==> config.mk <==
export PLATFORM = sky130hd
export DESIGN_NAME = i2c_bit_bang_master_core
export DESIGN_NICKNAME = d
export VERILOG_FILES = /design/src/rtl/i2cbb_pkg.sv /design/src/rtl/i2cbb_front.sv /design/src/rtl/i2cbb_queue.sv /design/src/rtl/i2cbb_back.sv /design/src/rtl/i2c_bit_bang_master_core.sv
export SDC_FILE = /design/constraint.sdc
export NUM_CORES = 1
export LEC_CHECK = 0
export ABC_CLOCK_PERIOD_IN_PS = 8200
export BUFFER_PORTS_ARGS = -buffer_cell sky130_fd_sc_hd__buf_2
export CAP_MARGIN = 20
export CELL_PAD_IN_SITES_DETAIL_PLACEMENT = 0
export CELL_PAD_IN_SITES_GLOBAL_PLACEMENT = 1
export CORE_MARGIN = 2
export CORE_UTILIZATION = 38
export DETAILED_ROUTE_END_ITERATION = 12
export GPL_TIMING_DRIVEN = 0
export PLACE_DENSITY = 0.76
export SKIP_LAST_GASP = 1
export SYNTH_ARGS = -nofsm -noshare
export SYNTH_HDL_FRONTEND = slang
export SYNTH_SLANG_ARGS = --single-unit
==> constraint.sdc <==
create_clock -name i_clk -period 8.2 [get_ports i_clk]
set_input_delay 1.64 -clock i_clk [delete_from_list [all_inputs] [get_ports i_clk]]
set_output_delay 1.64 -clock i_clk [all_outputs]
set_load 0.01 [all_outputs]
==> src/rtl/i2cbb_pkg.sv <==
// ============================================================================
// i2cbb_pkg
// Shared types and constants for the I2C bit-bang master core.
// ============================================================================
package i2cbb_pkg;

    // Stream and configuration port widths
    localparam int S_TDATA_W = 16;
    localparam int S_TUSER_W = 3;
    localparam int M_TDATA_W = 16;
    localparam int CFG_IDX_W = 2;
    localparam int CFG_DAT_W = 8;

    // Default depth of the queue between front and back
    localparam int QUEUE_DEPTH = 2;

    // Register reset values
    localparam logic [7:0] RST_PHASE_TICKS   = 8'd1;
    localparam logic [7:0] RST_ACK_POLL_LIM  = 8'd50;
    localparam logic [7:0] RST_READ_SETTLE   = 8'd25;

    // Bits per byte transfer
    localparam logic [3:0] BITS_PER_BYTE = 4'd8;

    typedef enum logic [1:0] {
        REQ_START = 2'd0,
        REQ_STOP  = 2'd1,
        REQ_WRITE = 2'd2,
        REQ_READ  = 2'd3
    } t_req;

    typedef enum logic [CFG_IDX_W-1:0] {
        CFG_PHASE_TICKS = 2'd0,
        CFG_ACK_POLL    = 2'd1,
        CFG_READ_SETTLE = 2'd2
    } t_cfg_idx;

    // One tick as it travels from front to back
    typedef struct packed {
        logic       cmd_valid;
        t_req       req;
        logic [7:0] wr_data;
        logic       send_ack;
        logic       sda_in;
    } t_item;

    // One result of the sequencer
    typedef struct packed {
        logic       scl;
        logic       sda_out;
        logic       sda_drive;
        logic       busy;
        logic       done;
        logic [7:0] rd_data;
        logic       ack_seen;
        logic       ack_timeout;
    } t_result;

    // Configuration write transaction
    typedef struct packed {
        logic                 valid;
        t_cfg_idx             index;
        logic [CFG_DAT_W-1:0] data;
    } t_cfg_wr;

endpackage

==> src/rtl/i2cbb_front.sv <==
// ============================================================================
// i2cbb_front
// Input stage: accepts stream transactions, unpacks and classifies each tick.
// ============================================================================
module i2cbb_front (
    input  logic                             i_clk,
    input  logic                             i_rst_n,
    input  logic                             i_s_axis_tvalid,
    output logic                             o_s_axis_tready,
    input  logic [i2cbb_pkg::S_TDATA_W-1:0]  i_s_axis_tdata,
    input  logic [i2cbb_pkg::S_TUSER_W-1:0]  i_s_axis_tuser,
    output logic                             o_vld,
    output i2cbb_pkg::t_item                 o_item,
    input  logic                             i_ready
);

    logic             r_vld;
    i2cbb_pkg::t_item r_item;
    i2cbb_pkg::t_item n_item;
    logic             w_take;

    assign o_s_axis_tready = !r_vld || i_ready;
    assign w_take          = i_s_axis_tvalid && o_s_axis_tready;

    always_comb begin
        n_item.cmd_valid = i_s_axis_tuser[0];
        n_item.req       = i2cbb_pkg::t_req'(i_s_axis_tuser[2:1]);
        n_item.wr_data   = i_s_axis_tdata[7:0];
        n_item.send_ack  = i_s_axis_tdata[8];
        n_item.sda_in    = i_s_axis_tdata[9];
    end

    always_ff @(posedge i_clk) begin
        if (!i_rst_n) begin
            r_vld <= 1'b0;
        end else if (w_take) begin
            r_vld <= 1'b1;
        end else if (i_ready) begin
            r_vld <= 1'b0;
        end
    end

    always_ff @(posedge i_clk) begin
        if (w_take) begin
            r_item <= n_item;
        end
    end

    assign o_vld  = r_vld;
    assign o_item = r_item;

endmodule

==> src/rtl/i2cbb_queue.sv <==
// ============================================================================
// i2cbb_queue
// Short FIFO of ticks between the front and the sequencer.
// ============================================================================
module i2cbb_queue #(
    parameter int DEPTH = i2cbb_pkg::QUEUE_DEPTH
) (
    input  logic                            i_clk,
    input  logic                            i_rst_n,
    input  logic                            i_push,
    input  i2cbb_pkg::t_item                i_item,
    output logic                            o_ready,
    input  logic                            i_pop,
    output logic                            o_vld,
    output i2cbb_pkg::t_item                o_item,
    output logic [$clog2(DEPTH+1)-1:0]      o_count
);

    localparam int CW = $clog2(DEPTH + 1);
    localparam int PW = (DEPTH > 1) ? $clog2(DEPTH) : 1;

    i2cbb_pkg::t_item r_mem [DEPTH];
    logic [PW-1:0]    r_wr_ptr;
    logic [PW-1:0]    r_rd_ptr;
    logic [CW-1:0]    r_count;
    logic             w_wr;
    logic             w_rd;

    assign o_ready = (r_count != CW'(DEPTH));
    assign o_vld   = (r_count != '0);
    assign w_wr    = i_push && o_ready;
    assign w_rd    = i_pop && o_vld;

    always_ff @(posedge i_clk) begin
        if (!i_rst_n) begin
            r_wr_ptr <= '0;
            r_rd_ptr <= '0;
            r_count  <= '0;
        end else begin
            if (w_wr) begin
                r_wr_ptr <= (r_wr_ptr == PW'(DEPTH - 1)) ? '0 : r_wr_ptr + 1'b1;
            end
            if (w_rd) begin
                r_rd_ptr <= (r_rd_ptr == PW'(DEPTH - 1)) ? '0 : r_rd_ptr + 1'b1;
            end
            if (w_wr && !w_rd) begin
                r_count <= r_count + 1'b1;
            end else if (w_rd && !w_wr) begin
                r_count <= r_count - 1'b1;
            end
        end
    end

    always_ff @(posedge i_clk) begin
        if (w_wr) begin
            r_mem[r_wr_ptr] <= i_item;
        end
    end

    assign o_item  = r_mem[r_rd_ptr];
    assign o_count = r_count;

endmodule

==> src/rtl/i2cbb_back.sv <==
// ============================================================================
// i2cbb_back
// Phase sequencer: plays one tick per pop and registers the result.
// ============================================================================
module i2cbb_back (
    input  logic                i_clk,
    input  logic                i_rst_n,
    input  i2cbb_pkg::t_cfg_wr  i_cfg,
    input  logic                i_vld,
    input  i2cbb_pkg::t_item    i_item,
    output logic                o_pop,
    output logic                o_vld,
    output i2cbb_pkg::t_result  o_res,
    input  logic                i_ready
);

    typedef enum logic [4:0] {
        PH_IDLE, PH_ST1, PH_ST2, PH_ST3, PH_SP1, PH_SP2, PH_SP3,
        PH_WB_SET, PH_WB_HI, PH_WB_LO, PH_AK_REL, PH_AK_LO, PH_AK_HI,
        PH_AK_POLL, PH_AK_END, PH_AK_TMO, PH_RD_REL, PH_RB_LO, PH_RB_HI,
        PH_AC1, PH_AC2, PH_AC3, PH_AC4, PH_NA1, PH_NA2, PH_NA3
    } t_phase;

    function automatic logic is_final(input t_phase p);
        is_final = (p == PH_ST3) || (p == PH_SP3) || (p == PH_AK_END) ||
                   (p == PH_AK_TMO) || (p == PH_AC4) || (p == PH_NA3);
    endfunction

    // configuration
    logic [7:0] r_phase_ticks;
    logic [7:0] r_ack_poll_lim;
    logic [7:0] r_read_settle;

    // sequencer state; pins are {drive, sda, scl}
    t_phase     r_phase,     n_phase;
    logic [3:0] r_bit_cnt,   n_bit_cnt;
    logic [7:0] r_shift,     n_shift;
    logic [7:0] r_tick,      n_tick;
    logic [7:0] r_poll,      n_poll;
    logic       r_ack_choice, n_ack_choice;
    logic [2:0] r_pins,      n_pins;
    logic [1:0] r_ack_status, n_ack_status;
    logic [7:0] r_rd_hold,   n_rd_hold;

    logic                 r_out_vld;
    i2cbb_pkg::t_result   r_res,  n_res;

    always_comb begin
        logic       v_enter;
        t_phase     v_target;
        logic [7:0] v_unit;
        logic [7:0] v_lim;
        logic [7:0] v_dur;
        logic [7:0] v_poll;
        logic       v_busy;
        logic       v_done;

        n_phase      = r_phase;
        n_bit_cnt    = r_bit_cnt;
        n_shift      = r_shift;
        n_tick       = r_tick;
        n_poll       = r_poll;
        n_ack_choice = r_ack_choice;
        n_pins       = r_pins;
        n_ack_status = r_ack_status;
        n_rd_hold    = r_rd_hold;
        v_enter      = 1'b0;
        v_target     = PH_IDLE;
        v_unit       = (r_phase_ticks == 8'd0) ? 8'd1 : r_phase_ticks;
        v_lim        = (r_ack_poll_lim == 8'd0) ? 8'd1 : r_ack_poll_lim;
        v_dur        = v_unit;
        v_poll       = r_poll + 8'd1;

        // pick the phase to enter this tick
        if (r_phase == PH_IDLE) begin
            if (i_item.cmd_valid) begin
                v_enter = 1'b1;
                case (i_item.req)
                    i2cbb_pkg::REQ_START: v_target = PH_ST1;
                    i2cbb_pkg::REQ_STOP:  v_target = PH_SP1;
                    i2cbb_pkg::REQ_WRITE: begin
                        n_shift      = i_item.wr_data;
                        n_bit_cnt    = 4'd0;
                        n_poll       = 8'd0;
                        n_ack_status = 2'd0;
                        v_target     = PH_WB_SET;
                    end
                    i2cbb_pkg::REQ_READ: begin
                        n_shift      = 8'd0;
                        n_bit_cnt    = 4'd0;
                        n_ack_choice = i_item.send_ack;
                        v_target     = PH_RD_REL;
                    end
                    default: v_target = PH_IDLE;
                endcase
            end
        end else if (r_tick != 8'd0) begin
            n_tick = r_tick - 8'd1;
        end else begin
            v_enter = 1'b1;
            case (r_phase)
                PH_ST1:    v_target = PH_ST2;
                PH_ST2:    v_target = PH_ST3;
                PH_SP1:    v_target = PH_SP2;
                PH_SP2:    v_target = PH_SP3;
                PH_WB_SET: v_target = PH_WB_HI;
                PH_WB_HI:  v_target = PH_WB_LO;
                PH_WB_LO: begin
                    n_shift   = {r_shift[6:0], 1'b0};
                    n_bit_cnt = r_bit_cnt + 4'd1;
                    v_target  = (n_bit_cnt < i2cbb_pkg::BITS_PER_BYTE) ?
                                PH_WB_SET : PH_AK_REL;
                end
                PH_AK_REL:  v_target = PH_AK_LO;
                PH_AK_LO:   v_target = PH_AK_HI;
                PH_AK_HI:   v_target = PH_AK_POLL;
                PH_AK_POLL: v_target = PH_AK_POLL;
                PH_RD_REL:  v_target = PH_RB_LO;
                PH_RB_LO:   v_target = PH_RB_HI;
                PH_RB_HI: begin
                    n_bit_cnt = r_bit_cnt + 4'd1;
                    if (n_bit_cnt < i2cbb_pkg::BITS_PER_BYTE) begin
                        v_target = PH_RB_LO;
                    end else begin
                        n_rd_hold = r_shift;
                        v_target  = r_ack_choice ? PH_AC1 : PH_NA1;
                    end
                end
                PH_AC1: v_target = PH_AC2;
                PH_AC2: v_target = PH_AC3;
                PH_AC3: v_target = PH_AC4;
                PH_NA1: v_target = PH_NA2;
                PH_NA2: v_target = PH_NA3;
                default: begin
                    v_enter = 1'b0;
                    n_phase = PH_IDLE;
                    n_tick  = 8'd0;
                end
            endcase
        end

        // enter the phase: set pins and its length
        if (v_enter) begin
            n_phase = v_target;
            case (v_target)
                PH_ST1:    n_pins = 3'b111;
                PH_ST2:    n_pins = 3'b101;
                PH_ST3:    n_pins = 3'b100;
                PH_SP1:    n_pins = 3'b100;
                PH_SP2:    n_pins = 3'b101;
                PH_SP3:    n_pins = 3'b111;
                PH_WB_SET: n_pins = {1'b1, n_shift[7], 1'b0};
                PH_WB_HI:  n_pins[0] = 1'b1;
                PH_WB_LO:  n_pins[0] = 1'b0;
                PH_AK_REL: n_pins = 3'b010;
                PH_AK_LO:  n_pins[0] = 1'b0;
                PH_AK_HI:  n_pins[0] = 1'b1;
                PH_AK_POLL: begin
                    if (!i_item.sda_in) begin
                        n_pins[0]    = 1'b0;
                        n_ack_status = 2'd1;
                        n_phase      = PH_AK_END;
                    end else begin
                        n_poll = v_poll;
                        if (v_poll >= v_lim) begin
                            n_pins[0]    = 1'b0;
                            n_ack_status = 2'd2;
                            n_phase      = PH_AK_TMO;
                            v_dur        = 8'd1;
                        end else begin
                            n_pins[0] = 1'b1;
                        end
                    end
                end
                PH_RD_REL: begin
                    // zero settle skips straight to the first bit low phase
                    if (r_read_settle == 8'd0) begin
                        n_pins  = 3'b010;
                        n_phase = PH_RB_LO;
                    end else begin
                        n_pins = {1'b0, 1'b1, n_pins[0]};
                        v_dur  = r_read_settle;
                    end
                end
                PH_RB_LO:  n_pins[0] = 1'b0;
                PH_RB_HI: begin
                    n_pins[0] = 1'b1;
                    n_shift   = {n_shift[6:0], i_item.sda_in};
                end
                PH_AC1:    n_pins[0] = 1'b0;
                PH_AC2:    n_pins = 3'b100;
                PH_AC3:    n_pins[0] = 1'b1;
                PH_AC4:    n_pins[0] = 1'b0;
                PH_NA1:    n_pins = 3'b110;
                PH_NA2:    n_pins[0] = 1'b1;
                PH_NA3:    n_pins[0] = 1'b0;
                default: begin
                    n_phase = PH_IDLE;
                    v_dur   = 8'd1;
                end
            endcase
            n_tick = v_dur - 8'd1;
        end

        v_busy = (n_phase != PH_IDLE);
        v_done = v_busy && (n_tick == 8'd0) && is_final(n_phase);
        if (v_done) begin
            n_phase = PH_IDLE;
        end

        n_res.scl         = n_pins[0];
        n_res.sda_out     = n_pins[2] ? n_pins[1] : 1'b1;
        n_res.sda_drive   = n_pins[2];
        n_res.busy        = v_busy;
        n_res.done        = v_done;
        n_res.rd_data     = n_rd_hold;
        n_res.ack_seen    = n_ack_status[0];
        n_res.ack_timeout = n_ack_status[1];
    end

    assign o_pop = i_vld && (!r_out_vld || i_ready);

    always_ff @(posedge i_clk) begin
        if (!i_rst_n) begin
            r_phase_ticks  <= i2cbb_pkg::RST_PHASE_TICKS;
            r_ack_poll_lim <= i2cbb_pkg::RST_ACK_POLL_LIM;
            r_read_settle  <= i2cbb_pkg::RST_READ_SETTLE;
        end else if (i_cfg.valid) begin
            case (i_cfg.index)
                i2cbb_pkg::CFG_PHASE_TICKS: r_phase_ticks  <= i_cfg.data;
                i2cbb_pkg::CFG_ACK_POLL:    r_ack_poll_lim <= i_cfg.data;
                i2cbb_pkg::CFG_READ_SETTLE: r_read_settle  <= i_cfg.data;
                default: ;
            endcase
        end
    end

    always_ff @(posedge i_clk) begin
        if (!i_rst_n) begin
            r_phase      <= PH_IDLE;
            r_bit_cnt    <= 4'd0;
            r_shift      <= 8'd0;
            r_tick       <= 8'd0;
            r_poll       <= 8'd0;
            r_ack_choice <= 1'b0;
            r_pins       <= 3'b111;
            r_ack_status <= 2'd0;
            r_rd_hold    <= 8'd0;
            r_out_vld    <= 1'b0;
            r_res        <= '0;
        end else begin
            if (o_pop) begin
                r_phase      <= n_phase;
                r_bit_cnt    <= n_bit_cnt;
                r_shift      <= n_shift;
                r_tick       <= n_tick;
                r_poll       <= n_poll;
                r_ack_choice <= n_ack_choice;
                r_pins       <= n_pins;
                r_ack_status <= n_ack_status;
                r_rd_hold    <= n_rd_hold;
                r_out_vld    <= 1'b1;
                r_res        <= n_res;
            end else if (i_ready) begin
                r_out_vld <= 1'b0;
            end
        end
    end

    assign o_vld = r_out_vld;
    assign o_res = r_res;

endmodule

==> src/rtl/i2c_bit_bang_master_core.sv <==
// ============================================================================
// i2c_bit_bang_master_core
// I2C bit-bang master: one stream transaction per delay tick in, one pin and
// status result per tick out.
// ============================================================================
// Each input transaction is one delay tick: it carries the sampled SDA level
// and optionally a command (start, stop, write byte, read byte) that is taken
// only while the sequencer is idle. Each tick yields exactly one result with
// the SCL/SDA levels to drive, busy, done (on tlast), the last read byte and
// the last write's acknowledge outcome. The core takes one tick per clock and
// returns one result per clock while the master side is ready; a held result
// stalls the sequencer and, through the queue, the input. Each tick moves
// through the input register, the tick queue and the result register. The
// phase sequencer updates its state once per tick, which sets that rate. Bus
// timing is counted in ticks, so phase length, acknowledge poll limit and
// read settle time are set through the configuration channel; write those
// only while no tick is in flight.
// ============================================================================
module i2c_bit_bang_master_core #(
    parameter int QUEUE_DEPTH = i2cbb_pkg::QUEUE_DEPTH
) (
    input  logic                             i_clk,
    input  logic                             i_rst_n,
    // slave side
    input  logic                             i_s_axis_tvalid,
    output logic                             o_s_axis_tready,
    // tdata: [7:0] wr_data, [8] send_ack, [9] sda_in, [15:10] zero
    input  logic [i2cbb_pkg::S_TDATA_W-1:0]  i_s_axis_tdata,
    // tuser: [0] cmd_valid, [2:1] req_type
    input  logic [i2cbb_pkg::S_TUSER_W-1:0]  i_s_axis_tuser,
    // master side
    output logic                             o_m_axis_tvalid,
    input  logic                             i_m_axis_tready,
    // tdata: [0] scl_out, [1] sda_out, [2] sda_drive, [3] busy_res,
    //        [11:4] rd_data, [12] ack_seen, [13] ack_timeout, [15:14] zero
    output logic [i2cbb_pkg::M_TDATA_W-1:0]  o_m_axis_tdata,
    // tlast: done_res
    output logic                             o_m_axis_tlast,
    // configuration write channel
    input  logic                             i_cfg_valid,
    output logic                             o_cfg_ready,
    input  logic [i2cbb_pkg::CFG_IDX_W-1:0]  i_cfg_index,
    input  logic [i2cbb_pkg::CFG_DAT_W-1:0]  i_cfg_data
);

    localparam int CW = $clog2(QUEUE_DEPTH + 1);

    logic                 w_front_vld;
    i2cbb_pkg::t_item     w_front_item;
    logic                 w_q_ready;
    logic                 w_q_vld;
    i2cbb_pkg::t_item     w_q_item;
    logic [CW-1:0]        w_q_count;
    logic                 w_q_pop;
    logic                 w_out_vld;
    i2cbb_pkg::t_result   w_res;
    i2cbb_pkg::t_cfg_wr   w_cfg;

    // Configuration writes are always accepted
    assign o_cfg_ready = 1'b1;
    assign w_cfg.valid = i_cfg_valid;
    assign w_cfg.index = i2cbb_pkg::t_cfg_idx'(i_cfg_index);
    assign w_cfg.data  = i_cfg_data;

    // Front: register and decode each tick
    i2cbb_front u_front (
        .i_clk           (i_clk),
        .i_rst_n         (i_rst_n),
        .i_s_axis_tvalid (i_s_axis_tvalid),
        .o_s_axis_tready (o_s_axis_tready),
        .i_s_axis_tdata  (i_s_axis_tdata),
        .i_s_axis_tuser  (i_s_axis_tuser),
        .o_vld           (w_front_vld),
        .o_item          (w_front_item),
        .i_ready         (w_q_ready)
    );

    // Queue: decouple front stalls from the sequencer
    i2cbb_queue #(
        .DEPTH (QUEUE_DEPTH)
    ) u_queue (
        .i_clk   (i_clk),
        .i_rst_n (i_rst_n),
        .i_push  (w_front_vld),
        .i_item  (w_front_item),
        .o_ready (w_q_ready),
        .i_pop   (w_q_pop),
        .o_vld   (w_q_vld),
        .o_item  (w_q_item),
        .o_count (w_q_count)
    );

    // Back: advance the phase sequencer one tick per pop
    i2cbb_back u_back (
        .i_clk   (i_clk),
        .i_rst_n (i_rst_n),
        .i_cfg   (w_cfg),
        .i_vld   (w_q_vld),
        .i_item  (w_q_item),
        .o_pop   (w_q_pop),
        .o_vld   (w_out_vld),
        .o_res   (w_res),
        .i_ready (i_m_axis_tready)
    );

    // Pack the result transaction
    assign o_m_axis_tvalid = w_out_vld;
    assign o_m_axis_tlast  = w_res.done;
    assign o_m_axis_tdata  = {2'b00, w_res.ack_timeout, w_res.ack_seen,
                              w_res.rd_data, w_res.busy, w_res.sda_drive,
                              w_res.sda_out, w_res.scl};

    // A held result must block the sequencer
    a_no_pop_on_stall: assert property (@(posedge i_clk) disable iff (!i_rst_n)
        (w_out_vld && !i_m_axis_tready) |-> !w_q_pop)
        else $error("sequencer advanced while result was stalled");

    // Queue never exceeds its depth
    a_queue_bound: assert property (@(posedge i_clk) disable iff (!i_rst_n)
        w_q_count <= CW'(QUEUE_DEPTH))
        else $error("tick queue overflow");

    // A finishing tick is always a busy tick
    a_done_busy: assert property (@(posedge i_clk) disable iff (!i_rst_n)
        (w_out_vld && w_res.done) |-> w_res.busy)
        else $error("done reported on an idle tick");

    // Released SDA reads high
    a_released_high: assert property (@(posedge i_clk) disable iff (!i_rst_n)
        (w_out_vld && !w_res.sda_drive) |-> w_res.sda_out)
        else $error("released SDA reported low");

endmodule
==> results.py <==
metrics = {
    "global_route": {
        "grt_pass1_vias": 5537,
        "antenna_found_initial": 0,
        "grt-busiest-layer": "met2",
        "grt_max_degree": 17,
        "grtUsageMet3": 0.0395,
        "overflow": 0,
        "gr-usage-met1": 0.291,
        "grt_pass1_wl_um": 29700,
        "track_usage": 0.206,
        "grt_use_met2": 0.318,
    },
    "route": {
        "postRouteAntennaNets": 0,
        "routed_wl_um": 18600,
        "drc_errors": 0,
        "wl_per_cell_um": 17.9,
        "drt_iter0_markers": 470,
        "vias_per_cell": 5.52,
        "vias": 5748,
        "firstDrtPassIters": 5,
    },
    "cts": {
        "hold_buffers": 0,
        "clock_latency_ns": 0.42,
        "cts.sinks": 122,
        "cts_tree": "done",
        "cts_max_level": 4,
        "cts-buffers-inserted": 17,
        "postCtsResizedCells": 0,
        "cts_buffer_depth": 2,
        "clk_pin_slew_worst_paths_ns": 0.06,
        "cts_setup_buffers": 0,
        "root_buffer": "clkbuf_16",
    },
    "placement": {
        "post_dp_cell_area_um2": 7340,
        "port_buffers": 44,
        "gp_congestion": 0.877,
        "post-place-ws_ns": 3.46,
        "dp_hpwl_um": 13700,
    },
    "power_and_ir_drop": {
        "p_clk_frac": 0.266,
        "switching_share": 0.420,
        "p_per_area_nw_per_um2": 351,
        "pwr-share-seq": 0.273,
        "ir_drop_mv": 0.202,
        "leakage_nw": 3.01,
        "net-switching-power_mw": 1.17,
        "power.share.combinational": 0.460,
        "intPower_mw": 1.62,
    },
    "die": {
        "io_pins": 54,
        "die_x_um": 138,
        "start_util": 0.392,
        "core_area_um2": 17400,
        "die_area_um2": 19000,
        "die_y_um": 138,
        "num_rows": 48,
    },
    "worst_hold_path": {
        "hold_depth": 0,
        "hp-class": "register to register",
        "hp-start": "u_front.o_item[6]",
        "holdPathEnd": "u_queue.r_mem[1][6]",
    },
    "setup_path": {
        "rr_endpoint": "u_back.r_phase[1]",
        "cp_slowest_cell": "buf_1",
        "ff2ff_path_depth": 16,
        "cp_common_cell": "ha_1",
        "path_cells": "buf_2 -> buf_1 -> mux2_2 -> ha_1 -> a32o_1 -> a211oi_2 -> o221a_2 -> o31ai_4 -> a21oi_2 -> ha_1 -> or3b_1 -> nor3_1 -> nand3b_1 -> o211ai_2 -> nor3_2 -> o31ai_1",
        "worstPathArrival_ns": 5.04,
        "crit_path_max_fanout": 10,
        "cp-end-kind": "register",
        "max_stage_delay_ns": 0.55,
        "worstPathRequired_ns": 8.48,
        "crit_type": "register to register",
        "critPathLaunchType": "register",
        "rrSetupSlack_ns": 3.44,
    },
    "sta": {
        "tns_ns": 0,
        "finalSetupViolCount": 0,
        "slew_viol_final": 0,
        "rsz0062_at_grt": "false",
        "whs_ns": 0.447,
        "skew_ns": 0.0157,
        "fmax_mhz": 210,
        "period_share": 0.580,
        "maxSlewHeadroom": 0.380,
        "worst_pin_slew_ns": 0.906,
        "finalWorstPathRequiredPeriod_ns": 4.76,
        "finalHoldViolations": 0,
        "fin_ws_ns": 3.44,
    },
    "yosys": {
        "avgSynthCellArea_um2": 9.24,
        "synth_warnings": 0,
        "synth-edff-count": 39,
        "ys.flop_type": "dfxtp_1",
        "synthArstFlopShare": 0,
        "synthDistinctLibCells": 96,
        "ys_ff_latch": 122,
        "netlist_area_um2": 6820,
        "ys_seq_area_frac": 0.415,
        "syn_inst": 738,
    },
    "layout": {
        "filler_cell_count": 1727,
        "syn_to_final_growth_pct": 16.4,
        "fin_util": 0.456,
        "nNetsFinal": 854,
        "drive_gt1_frac": 0.175,
        "fin_area_um2": 7940,
        "mostFrequentLayoutCells": "95 x nor2_1, 83 x dfxtp_1, 75 x nand2_1",
        "antenna_cells": 0,
        "multiInputGateArea_um2": 3720,
        "mostFrequentLayoutCell": "nor2_1",
        "seq_area_um2": 2830,
    },
    "run": {
        "maxCapViolations": 0,
    },
    "run_status": {
        "outcome": "finished clean",
    },
}
## state kept, by name, summed over array words and instances (netlist names), 2 cells and up, named ones only
| register | count |
|---|---|
| u_back.r_tick | 8 |
| u_front.o_item | 13 |
| u_back.r_bit_cnt | 4 |
| u_back.r_rd_hold | 8 |
| u_back.r_phase | 5 |
| u_back.r_pins | 3 |
| u_back.r_poll | 8 |
| u_back.r_phase_ticks | 8 |
| u_back.r_ack_poll_lim | 8 |
| u_queue.o_count | 2 |
| u_queue.r_mem | 26 |
| u_back.r_shift | 8 |
| u_back.r_read_settle | 8 |
| u_back.o_res | 6 |
## power by group through the flow
stage / clock, mW / sequential [mW] / combinational, mW
2_1_floorplan: 0 / 0.764 / 0.937
3_3_place_gp: 0 / 0.773 / 1.26
3_5_place_dp: 0 / 0.775 / 1.26
4_1_cts: 0.755 / 0.762 / 1.26
5_1_grt: 0.783 / 0.772 / 1.40
6_report: 0.743 / 0.762 / 1.28
## Yosys cell counts (11+ instances only)
cell type	number	area share
a21oi_1	44	0.032
a22oi_1	11	0.012
clkbuf_1	16	0.0088
dfxtp_1	83	0.24
edfxtp_1	39	0.17
ha_1	16	0.029
inv_1	20	0.011
mux2i_1	51	0.075
nand2_1	75	0.041
nand3_1	30	0.022
nor2_1	95	0.052
nor3_1	15	0.011
o21ai_0	29	0.021
## stage by stage
step	std cells	total power, mW
final	1042	2.79
after global routing	1042	2.96
after CTS	1041	2.78
after detailed placement	1009	2.03
after global placement	1008	2.03
after floorplan	739	1.70
## cells by family (layout without fill, tap and decap cells)
| logic type | count (synthesis) | count (layout) | synth area share |
|---|---|---|---|
| AOI/OAI and AO/OA | 179 | 179 | 0.196 |
| xor gates and xnor gates | 16 | 16 | 0.0205 |
| adders and majority gates | 17 | 17 | 0.0308 |
| buffers and inverters | 59 | 137 | 0.0400 |
| DFF | 122 | 122 | 0.415 |
| muxes | 58 | 58 | 0.0871 |
| other | 2 | 3 | 0.00110 |
| and+or+nand+nor | 285 | 285 | 0.209 |
## how the worst max path moves through the flow
stage                                 from           endpoint
after floorplan                   register  u_back.r_phase[1]
after global placement            register  u_back.r_phase[1]
after detailed placement          register  u_back.r_phase[1]
after CTS                         register  u_back.r_phase[1]
after global routing      u_back.r_poll[2]  u_back.r_phase[2]
final                             register  u_back.r_phase[1]
## area by class of cell
class                           instances  share of cell area
Multi-Input combinational cell        558               0.469
Sequential cell                       122               0.357
Clock buffer                           20              0.0572
Tap cell                              225              0.0355
Timing Repair Buffer                   46              0.0301
Buffer                                 39              0.0249
Clock inverter                         12              0.0175
Inverter                               20             0.00945
## critical path: cells and delay by family (launching register included)
| kind | cells | cell delay [ns] |
|---|---|---|
| multiplexers | 1 | 0.50 |
| adder cells (fa/ha/maj) | 2 | 0.52 |
| AND/OR/NAND/NOR | 4 | 1.12 |
| AO/OA/AOI/OAI | 7 | 1.46 |
| buffers and inverters | 2 | 0.74 |
| flip-flops | 1 | 0.30 |
## per-layer routing
layer	share of wire	vias up
li1	-	2851
met1	0.48	2712
met2	0.45	165
met3	0.054	20
met4	0.016	0
met5	0	-
Note: power is estimated with default switching activity, not from simulation.
